<file path="config.mk">
export PLATFORM = sky130hd
export DESIGN_NAME = dhe_ram
export DESIGN_NICKNAME = d
export VERILOG_FILES = /design/src/rtl/dhe_ram.sv
export SDC_FILE = /design/constraint.sdc
export NUM_CORES = 2
export LEC_CHECK = 0
export BUFFER_PORTS_ARGS = -buffer_cell sky130_fd_sc_hd__buf_4
export CORE_AREA = 3 3 408 410
export CTS_CLUSTER_SIZE = 24
export DETAILED_ROUTE_END_ITERATION = 6
export DIE_AREA = 0 0 411 413
export GPL_TIMING_DRIVEN = 0
export PLACE_DENSITY_LB_ADDON = 0.15
export SLEW_MARGIN = 30
export SYNTH_ARGS = -nofsm -noshare
export SYNTH_HDL_FRONTEND = slang
export SYNTH_SLANG_ARGS = --single-unit
</file>
<file path="constraint.sdc">
create_clock -name i_clk -period 3.6 [get_ports i_clk]
set_input_delay 0.54 -clock i_clk [delete_from_list [all_inputs] [get_ports i_clk]]
set_output_delay 0.54 -clock i_clk [all_outputs]
set_load 0.005 [all_outputs]
</file>
<file path="src/rtl/dhe_ram.sv">
`default_nettype none

module dhe_ram #(
    parameter int WIDTH = 8,
    parameter int DEPTH = 256
) (
    input  logic                     i_clk,
    input  logic                     i_we,
    input  logic [$clog2(DEPTH)-1:0] i_waddr,
    input  logic [WIDTH-1:0]         i_wdata,
    input  logic                     i_re,
    input  logic [$clog2(DEPTH)-1:0] i_raddr,
    output logic [WIDTH-1:0]         o_rdata
);

    logic [WIDTH-1:0] r_mem [DEPTH];
    logic [WIDTH-1:0] r_rdata;

    // One write port, one registered read port; read data holds without i_re
    always_ff @(posedge i_clk) begin
        if (i_we) begin
            r_mem[i_waddr] <= i_wdata;
        end
        if (i_re) begin
            r_rdata <= r_mem[i_raddr];
        end
    end

    assign o_rdata = r_rdata;

endmodule

`default_nettype wire

</file>
## Word level (Yosys, flattened, before mapping)

Memories as Yosys holds them, arrays and structs flattened. A register that Yosys moved wholly into a read port is not among the register bits.
Index checks and enable logic that the tools add are counted.

| storage, ports and cells | value |
|---|---|
| register bits | 0 |
| memory bits (writable) | 2048 |
| input port bits | 27 |
| output and inout bits | 8 |
| word-level logic and storage cells | 3 |
| memories | 1 |

| cells by class | value |
|---|---|
| muxes and demuxes | 2 |

Memory list:

| memory | words | width | read ports | clocked after Yosys merged registers in | write ports | line | source |
|---|---|---|---|---|---|---|---|
| r_mem | 256 | 8 | 1 | 1 | 1 | 16 | `logic [WIDTH-1:0] r_mem [DEPTH];` |

Operator list:

| kind | count |
|---|---|
| 2-to-1 mux 1 bit | 2 |

## Depth between registers and ports, before layout

| depth | value |
|---|---|
| word-level depth | 2 |
| gate-level depth with buffers | 11 |
| gate-level depth less buffers | 6 |

## Worst setup path before layout

Ideal clock, no wire load.

| path | value |
|---|---|
| kind | input to register |
| start | input port i_raddr[0] |
| end | register r_rdata[2], in the netlist o_rdata[2], read port of r_mem (data pin) |
| library setup time | 0.269 ns |
| data arrival time | 2.347 ns |
| required time | 3.331 ns |
| slack | 0.984 ns |
| stages on the path | 9 |
| path buffers | 4 |
| path through | buf_6 buf_12 buf_8 buf_2 mux4_2 a22oi_1 a21oi_1 nor4_1 nor4_2 |

RTL lines:

| element | line | source |
|---|---|---|
| start, declared | 12 | `input logic [$clog2(DEPTH)-1:0] i_raddr,` |
| end, declared | 17 | `logic [WIDTH-1:0] r_rdata;` |

==> impl_metrics.ini <==
[placed_design]
pre_cts_ws_ns = -1.374
io_buffers = 27
dp_hpwl_um = 166700
place_area_um2 = 83870
dp_cells = 5979
place.gp.congestion = 0.9156

[clocking]
path_clk_slew_ns = 0.06
root_buffer = clkbuf_16
postCtsHoldBufs = 0
post_cts_resized = 11
clock_sinks = 2056
insertion_delay_ns = 0.86
cts_max_path_buffers = 3
post_cts_buffers = 0
cts_tree = yes
h-tree-depth = 4
cts_made_buffers = 206

[final_layout]
stdcell_area_um2 = 90430
multi_input_area_um2 = 16630
instances_no_fill = 6362
layout-drive-gt1-share = 0.2412
fill_cells = 12226
seq_area_um2 = 61740
area_delta_synth_final_pct = 13.55
nets = 4038
finish.utilization = 0.5555

[grt]
antenna_found_initial = 26
grt.overflow.total = 0
gr-usage-all-layers = 0.2882
grt_max_degree = 109
grt_pass1_vias = 40439
grt_pass1_wl_um = 332500

[timing]
fmax_mhz = 262.4
tightest_slew_ns = 1.145
rsz0062_at_grt = false
finalCritPeriodShare = 1.059
finalCriticalPeriod_ns = 3.811
finalSetupViolCount = 5
hold_violations = 0
finalMaxSlewViolations = 0
worst_slack_ns = -0.2110
maxSlewHeadroom = 0.2366
finClkSkew_ns = 0.05932

[power]
switching_share = 0.2232
netSwitchingPower_mw = 11.18
p_leak_nw = 27.96
ir_worst_vdd_mv = 0.5043
p_seq_frac = 0.527
finalPower_mw = 50.10
clkPwrFrac = 0.415
internal_power_mw = 38.92
pwr-share-comb = 0.058
power_density_nw_per_um2 = 554.1

[synth]
async_reset_ff_frac = 0
yosysSeqAreaShare = 0.7753
ys_top_cells_by_area = edfxtp_1 78%, mux4_2 13%, mux2i_1 1.7%
avgSynthCellArea_um2 = 21.33
netlist.area_leader.share = 0.7753
yosysTopAreaCell = edfxtp_1
syn_inst = 3733
yosysWarnings = 0
syn_area_um2 = 79640
ys_ff_latch = 2056
synth-main-ff-cell = edfxtp_1
synth_cell_types = 54
synth_edf_count = 2056
synth_nets = 3760

[floorplanning]
fp.dieH_um = 413
core_area_um2 = 162800
ios = 35
start_util = 0.4893
die_w_um = 411
die_area_um2 = 169700
row_count = 148

[worst_hold_path]
holdCritPathClass = in2reg

[setup_path]
cpMaxStageDelayCell = a2111oi_1
critPathArrivalTime_ns = 4.41
critPathKind = in2reg
path_cells = buf_4 -> buf_4 -> clkbuf_2 -> clkbuf_2 -> clkbuf_2 -> a2111oi_1 -> nor3_1 -> nor4_4
critical_path.max_stage_delay_ns = 1.01
worstPathRequired_ns = 4.20
cp_max_fo = 10
start_kind = input pin
crit_top_cell = clkbuf_2
r2r_setup_slack_ns = 0.52
cp-end-kind = register

[run]
drv_cap = 0

[drt]
drc = 0
drt_iter0_drc = 6494
drt-wirelength-per-cell_um = 38.15
routed_wl_um = 242700
final_antenna_net_count = 0
vias_per_cell = 6.577
vias = 41843
drtPass1Iterations = 6

[run_status]
status = finished with violations
violations = negative setup slack
==> placed cells by master, fill, tap and decap left out, types with 21 or more instances in the layout <==
master	n
a21oi_1	95
a22oi_1	133
buf_16	33
buf_2	44
buf_4	49
buf_6	21
buf_8	21
clkbuf_1	122
clkbuf_16	207
clkbuf_2	43
clkinv_1	49
clkinv_2	35
edfxtp_1	2056
mux2i_1	134
mux4_2	454
nand2_1	33
nand3_1	34
nor2_1	256
nor2_2	26
nor2b_1	31
nor3_1	22
o221ai_1	46
o22ai_1	28
==> stage by stage <==
stage	hold slack (ns)	setup TNS [ns]
6_report	0.05526	-0.2885
2_1_floorplan	0.6389	0
5_1_grt	0.02630	0
3_3_place_gp	0.9173	-470.67
3_5_place_dp	0.9183	-22.07
4_1_cts	0.001899	0
==> routing by layer <==
layer  wire (um)  up-vias  global-route usage  part of all wire
met5          72        -                   0           0.00030
met4       10410       12              0.1081             0.043
met2      111700     2681              0.4369              0.46
li1            -    16292                   -                 -
met1       93980    22378              0.4092              0.39
met3       26590      480             0.07026              0.11
==> sequential cells by signal, indices dropped and copies added (netlist names) <==
register / cells
o_rdata: 8
r_mem: 2048
==> worst paths after layout <==
path,depth (start not counted),end,from
max,8,o_rdata[1],i_raddr[4]
min,1,o_rdata[2],i_re
max reg2reg,6,o_rdata[6],r_mem[82][6]
min reg2reg,5,o_rdata[4],r_mem[227][4]
==> power groups by stage <==
stage	clock network [mW]	logic, mW	registers [mW]
floorplan	0	1.28	26.9
global placement	0	2.68	27.0
detailed placement	0	2.84	26.9
CTS	20.9	2.85	26.4
global route	21.9	2.96	26.4
finish	20.8	2.89	26.4
==> cells by family after synthesis <==
kind of cell	count (synthesis)	synth area share
flops	2056	0.7753
mux	591	0.1460
simple gates	466	0.02625
compound gates	385	0.03416
buf+inv	235	0.01829
==> cells in the mapped netlist, types with 2 or more instances <==
master	number
a2111oi_0	2
a2111oi_1	2
a211oi_1	16
a21oi_1	96
a221oi_1	13
a22o_1	8
a22oi_1	133
a311oi_1	2
a31oi_1	2
and2_1	6
and3b_1	2
buf_1	22
buf_12	8
buf_2	31
buf_4	27
buf_6	21
buf_8	13
clkbuf_1	111
edfxtp_1	2056
mux2i_1	134
mux4_1	2
mux4_2	454
nand2_1	33
nand2b_1	8
nand3_1	34
nand3b_1	2
nand4_1	10
nor2_1	282
nor2b_1	31
nor3_1	22
nor4_1	24
nor4_2	3
o211ai_1	10
o21ai_0	10
o21ai_1	2
o221ai_1	46
o22a_1	5
o22ai_1	28
o32ai_1	4
or2_2	4
==> critical path, delay by kind of cell <==
family,cells,cell delay (ns)
buf+inv,5,1.86
simple gates,2,0.93
compound gates,1,1.01
==> final cells by class <==
cell class                      count  share of cell area
Tap cell                         2175             0.03010
Clock inverter                    114             0.01184
Antenna cell                        8           0.0002214
Inverter                            2          0.00008302
Timing Repair Buffer               71             0.01475
Buffer                            232             0.01680
Multi-Input combinational cell   1442              0.1839
Clock buffer                      262             0.05957
Sequential cell                  2056              0.6828
Note: power is estimated with default switching activity, not from simulation.
