--- config.mk ---
export PLATFORM = sky130hd
export DESIGN_NAME = dhe_frac_div
export DESIGN_NICKNAME = d
export VERILOG_FILES = /design/src/rtl/dhe_pkg.sv /design/src/rtl/dhe_frac_div.sv
export SDC_FILE = /design/constraint.sdc
export NUM_CORES = 1
export LEC_CHECK = 0
export BUFFER_PORTS_ARGS = -buffer_cell sky130_fd_sc_hd__buf_2
export CAP_MARGIN = 20
export CORE_MARGIN = 2
export CORE_UTILIZATION = 53
export CTS_CLUSTER_SIZE = 20
export DETAILED_ROUTE_END_ITERATION = 16
export GPL_TIMING_DRIVEN = 0
export PLACE_DENSITY_LB_ADDON = 0.1
export SYNTH_ARGS = -nofsm -noshare
export SYNTH_HDL_FRONTEND = slang
export SYNTH_SLANG_ARGS = --single-unit
export TNS_END_PERCENT = 50
--- constraint.sdc ---
create_clock -name i_clk -period 2.6 [get_ports i_clk]
set_input_delay 0.26 -clock i_clk [delete_from_list [all_inputs] [get_ports i_clk]]
set_output_delay 0.26 -clock i_clk [all_outputs]
set_load 0.02 [all_outputs]
--- src/rtl/dhe_pkg.sv ---
`default_nettype none

package dhe_pkg;

    // Bin store geometry
    localparam int BINS    = 16384;
    localparam int BIN_AW  = $clog2(BINS);
    localparam int CNT_W   = 19;
    localparam logic [CNT_W-1:0] COUNT_MAX = {CNT_W{1'b1}};

    // Pixel fields
    localparam int DEPTH_W = 16;
    localparam int GREY_W  = 8;
    localparam int BGRA_W  = 32;
    localparam logic [GREY_W-1:0] ALPHA_FULL = 8'hFF;

    // Request codes
    localparam logic REQ_HIST = 1'b0;
    localparam logic REQ_MAP  = 1'b1;

    // Configuration
    localparam int MD_W    = 15;
    localparam logic [MD_W-1:0] MD_RESET = 15'd10000;
    localparam int APB_DW  = 32;
    localparam int PADDR_W = 3;
    localparam int REG_IDX_W = 1;
    localparam logic [REG_IDX_W-1:0] REG_BIN_LIMIT = 1'b0;

    // Fraction divider: one quotient bit per step
    localparam int DIV_STEPS = GREY_W;
    localparam int STEP_W    = $clog2(DIV_STEPS);

    typedef struct packed {
        logic             start;
        logic [CNT_W-1:0] num;
        logic [CNT_W-1:0] den;
    } t_div_req;

    typedef struct packed {
        logic              done;
        logic [GREY_W-1:0] quot;
    } t_div_rsp;

endpackage

`default_nettype wire

--- src/rtl/dhe_frac_div.sv ---
`default_nettype none

// floor(2^GREY_W * num / den) for num <= den, saturated to all ones.
module dhe_frac_div import dhe_pkg::*; (
    input  logic     i_clk,
    input  logic     i_rst_n,
    input  t_div_req i_req,
    output t_div_rsp o_rsp
);

    logic              r_busy;
    logic              r_done;
    logic              r_sat;
    logic [STEP_W-1:0] r_step;
    logic [CNT_W-1:0]  r_rem;
    logic [CNT_W-1:0]  r_den;
    logic [GREY_W-1:0] r_quo;

    logic [CNT_W:0]    step_t;
    logic              step_ge;
    logic [CNT_W:0]    step_r;

    // Restoring step: shift remainder, compare, subtract
    always_comb begin
        step_t  = {r_rem, 1'b0};
        step_ge = (step_t >= {1'b0, r_den});
        step_r  = step_ge ? (step_t - {1'b0, r_den}) : step_t;
    end

    // Control
    always_ff @(posedge i_clk) begin
        if (!i_rst_n) begin
            r_busy <= 1'b0;
            r_done <= 1'b0;
            r_step <= '0;
        end else begin
            r_done <= 1'b0;
            if (i_req.start) begin
                r_busy <= 1'b1;
                r_step <= '0;
            end else if (r_busy) begin
                r_step <= r_step + 1'b1;
                if (r_step == STEP_W'(DIV_STEPS - 1)) begin
                    r_busy <= 1'b0;
                    r_done <= 1'b1;
                end
            end
        end
    end

    // Datapath
    always_ff @(posedge i_clk) begin
        if (i_req.start) begin
            r_rem <= i_req.num;
            r_den <= i_req.den;
            r_sat <= (i_req.num >= i_req.den);
            r_quo <= '0;
        end else if (r_busy) begin
            r_rem <= step_r[CNT_W-1:0];
            r_quo <= {r_quo[GREY_W-2:0], step_ge};
        end
    end

    assign o_rsp.done = r_done;
    assign o_rsp.quot = r_sat ? {GREY_W{1'b1}} : r_quo;

endmodule

`default_nettype wire

Word-level counts from Yosys, hierarchy flattened
Cells that the tools add are included.
{ "op_classes": {"addsub": 2, "magnitude_cmp": 2, "n_eq_ne": 1, "n_mux": 8, "n_bitwise": 2, "n_reduce_logical": 3} }
{ "op_table": {"columns": ["cell", "count"], "rows": [
  ["$mux W19", 3],
  ["$ge A20 B19 Y1", 1],
  ["$ge A19 B19 Y1", 1],
  ["$sub A19 B19 Y19", 1],
  ["$mux W8", 1],
  ["$mux W1", 4],
  ["$add A3 B1 Y3 const B", 1],
  ["$eq A3 B3 Y1 const B", 1],
  ["$reduce_or A3 Y1", 1],
  ["$not A1 Y1", 2],
  ["$reduce_bool A2 Y1", 1],
  ["$reduce_or A2 Y1", 1]
]} }
{ "totals": {"ff_bits": 52, "input_bits": 41, "out_inout_bits": 9, "word_cells": 25} }

Longest topological paths before layout
{ "logic_depth": {"word_depth": 4, "ltp_mapped": 11, "depth_no_buf": 9} }

Worst setup path before layout
Ideal clock, no wire load.
{ "synth_timing": {"path_kind": "register -> register", "from": "reg r_rem[0]", "to": "reg r_rem[18], data pin", "setup_time_ns": 0.261, "t_arrival_ns": 2.277, "t_required_ns": 2.339, "setup_slack_ns": 0.062, "stages_incl_launch_ff": 9, "path_buffers": 0, "synth_period_minus_slack_ns": 2.538, "cell_sequence": "edfxtp_1 fa_1 a21o_1 a221oi_4 nor3_2 nor4_4 o21ai_1 xor2_1 a221o_1"} }
{ "synth_via": {"elab_chain_len": 4, "word_cells_on_any_way": 5, "cone_classes": "add/sub (1); order compare (1); mux (3)"} }
{ "synth_lines": {"columns": ["item", "line_no", "text"], "rows": [
  ["start: declaration", "dhe_frac_div.sv:15", "logic [CNT_W-1:0] r_rem;"],
  ["start signal: assignment", "dhe_frac_div.sv:54", "r_rem <= i_req.num;"],
  ["start signal: assignment", "dhe_frac_div.sv:59", "r_rem <= step_r[CNT_W-1:0];"],
  ["$sub A19 B19 Y19 or $ge A20 B19 Y1 (tied branches)", "dhe_frac_div.sv:27, dhe_frac_div.sv:26", null],
  ["$mux W19 *", "dhe_frac_div.sv:27", "step_r = step_ge ? (step_t - {1'b0, r_den}) : step_t;"],
  ["$mux W19 *", "dhe_frac_div.sv:58", "end else if (r_busy) begin"],
  ["$mux W19 *", "dhe_frac_div.sv:53", "if (i_req.start) begin"]
]} }
Every way passes the cells marked *; elsewhere a longest branch is shown, timed or not. The select of a mux whose other input is x is not followed.
A chain may end at the register's enable or synchronous reset.

Worst setup path in the final report
{ "layout_timing": {"from": "reg r_rem[0]", "to": "reg r_rem[15], data pin"} }
Same word-level chain as after synthesis.

==> impl_metrics.env <==
export IMPL_outcome="finished, violations left"
export IMPL_violations="negative setup slack"
export IMPL_grt_max_degree=22
export IMPL_irDropWorstVdd_uv=405.5
export IMPL_setup_viol=18
export IMPL_grt_use_total_pct=25.60
export IMPL_fmax_mhz=361.3
export IMPL_leakage_nw=2.084
export IMPL_pre_cts_ws_ns=-0.3162
export IMPL_vias=3074
export IMPL_antenna_found_initial=0
export IMPL_dp_cells=512
export IMPL_worst_ep_required_time_ns=2.68
export IMPL_reg2reg_from="r_rem[0]"
export IMPL_worstSetupStartpoint="r_rem[0]"
export IMPL_grt_pass1_vias=3026
export IMPL_synth_edff_count=39
export IMPL_cts_buffer_depth=2
export IMPL_maxSlewHeadroom_pct=48.91
export IMPL_hold_viol=0
export IMPL_ant_nets=0
export IMPL_areaGrowthSynthToFinish_pct=24.34
export IMPL_synthFlopType="edfxtp_1"
export IMPL_multi_input_area_um2=2238
export IMPL_ys_types=59
export IMPL_fin_ws_ns=-0.1681
export IMPL_nNetsFinal=542
export IMPL_critical_path_class="reg2reg"
export IMPL_drt_iter0_drc=237
export IMPL_powerDensity_nw_per_um2=779.7
export IMPL_avgSynthCellArea_um2=9.637
export IMPL_yosys_area_top_type="edfxtp_1"
export IMPL_slew_viol_final=0
export IMPL_fin_crit_ns=2.768
export IMPL_end_kind="flop"
export IMPL_rows=30
export IMPL_mappedNetlistArea_um2=3691
export IMPL_hold_start="i_req[14]"
export IMPL_clk_latency_ns=0.32
export IMPL_hold_class="in2reg"
export IMPL_diodes=0
export IMPL_start_kind="flop"
export IMPL_nFillCells=534
export IMPL_worst_pin_slew_ns=0.7663
export IMPL_period_share_pct=106.5
export IMPL_drt_wirelength_per_cell_um=17.01
export IMPL_pin_count=50
export IMPL_gp_congestion=0.8396
export IMPL_drt_pass1_iter_count=4
export IMPL_grt_overflow_total=0
export IMPL_cts_buffers=5
export IMPL_clkSlewWorstSetupHoldPaths_ns=0.11
export IMPL_maxCapViolCount=0
export IMPL_hpwlAfterDp_um=6551
export IMPL_port_buffers=49
export IMPL_cts_root_buf="clkbuf_8"
export IMPL_cp_arrival_ns=2.85
export IMPL_synthesis_nets=465
export IMPL_fin_cells=541
export IMPL_layout_area_seq_um2=1431
export IMPL_clock_sinks=52
export IMPL_drive_gt1_share_pct=30.15
export IMPL_drc_errors=0
export IMPL_final_util_pct=67.93
export IMPL_synth_seq_cells=52
export IMPL_skew_ns=0.01010
export IMPL_coreArea_um2=6756
export IMPL_rsz0062_at_grt="true"
export IMPL_die_w_um=87.45
export IMPL_yosysTopAreaCellShare_pct=31.73
export IMPL_path_max_fanout=4
export IMPL_die_area_um2=7648
export IMPL_via_per_inst=5.682
export IMPL_htreeDepth=2
export IMPL_ys_seq_area_share_pct=38.78
export IMPL_wl_um=9204
export IMPL_grt_pass1_wl_um=14990
export IMPL_yosys_top_cells_area="edfxtp_1 32%, ha_1 14%, dfxtp_1 7.1%"
export IMPL_die_h_um=87.45
export IMPL_synth_warnings=0
export IMPL_cts_tree="done"
export IMPL_netlist_instances=383
export IMPL_initial_core_util_pct=54.63
export IMPL_synthArstFlopShare_pct=0
export IMPL_hold_slack_ns=0.1197
==> cell type report <==
cell class                 count  area share, %
buffer                        14          1.908
clock buffer                   5          1.499
clock inverter                 3         0.6270
inverter                      47          3.844
multi-input combinational    269          48.77
sequential                    52          31.19
tap                           80          2.181
timing repair buffer          71          9.978
==> synthesized netlist by cell type, types with 8 or more instances <==
library cell and count:
xnor2_1 11, clkbuf_1 8, inv_1 47, nor2_1 26, nand2_1 29, ha_1 40, a21oi_1 23, a21o_1 11
o21ai_0 10, or2_2 9, dfxtp_1 13, mux2i_1 13, nand3_1 12, edfxtp_1 39
==> cell usage in the layout (no fill, tap or decap), types with 12 or more instances in the layout <==
cell type and count:
edfxtp_1 39, nand2_1 23, inv_1 45, ha_1 33, buf_2 50, mux2i_1 12, buf_4 19, nor2_1 26
dfxtp_1 13, a21oi_1 21
==> critical path: stages, from the launching register on <==
cell and delay (ns):
edfxtp_1 0.43, buf_4 0.16, ha_1 0.30, nor2b_2 0.19, o2111ai_2 0.15, a311oi_2 0.49
nand2b_1 0.22, a221oi_2 0.08, xnor2_1 0.15, a221o_1 0.35
==> metal layers <==
metal | vias to the layer above | GRT usage [%] | wire length [µm]
li1 | 1525 | - | -
met1 | 1457 | 36.17 | 4089
met2 | 78 | 41.94 | 4523
met3 | 14 | 3.412 | 438
met4 | 0 | 5.594 | 152
met5 | - | 0 | 0
==> power breakdown <==
part	switching [mW]	total [mW]	internal, mW
combinational	1.02	1.93	0.910
sequential	0.0808	1.12	1.04
clock	0.317	0.521	0.204
==> worst paths after layout <==
check	end	slack, ns	cells past startpoint
setup reg to reg	r_rem[15]	-0.17	9
setup / recovery	r_rem[15]	-0.17	9
hold / removal	r_den[14]	0.12	1
hold reg to reg	r_quo[7]	0.51	2
==> stage by stage <==
| step | TNS, ns | total power [mW] | instance area, µm² |
|---|---|---|---|
| 2_1_floorplan | 0 | 2.208 | 3691 |
| 3_3_place_gp | -3.712 | 2.524 | 4036 |
| 3_5_place_dp | -4.140 | 2.552 | 4036 |
| 4_1_cts | -1.985 | 3.371 | 4425 |
| 5_1_grt | -3.806 | 3.804 | 4589 |
| 6_report | -1.737 | 3.578 | 4589 |
==> cell families (layout without fill, tap and decap cells) <==
kind of cell	Yosys count	count (layout)	synth area share [%]
flip-flops	52	52	38.78
adder cells (fa/ha/maj)	41	41	14.10
XOR/XNOR	16	16	3.796
AND/OR/NAND/NOR	112	112	15.76
buffers and inverters	62	140	7.119
multiplexers	13	13	3.525
AO/OA/AOI/OAI	87	87	16.92
==> registers in the layout (all words and copies together), names as in the netlist <==
| name | count |
|---|---|
| r_sat | 1 |
| r_done | 1 |
| r_step | 3 |
| r_quo | 8 |
| r_busy | 1 |
| r_rem | 19 |
| r_den | 19 |
==> timing repair <==
action,in CTS,in global routing
buffers inserted,13,7
resized for setup,32,25
pin swaps,16,11
hold buffers,0,0
cloned,2,0
setup endpoints to repair,20,20
(Power assumes the default switching activity.)
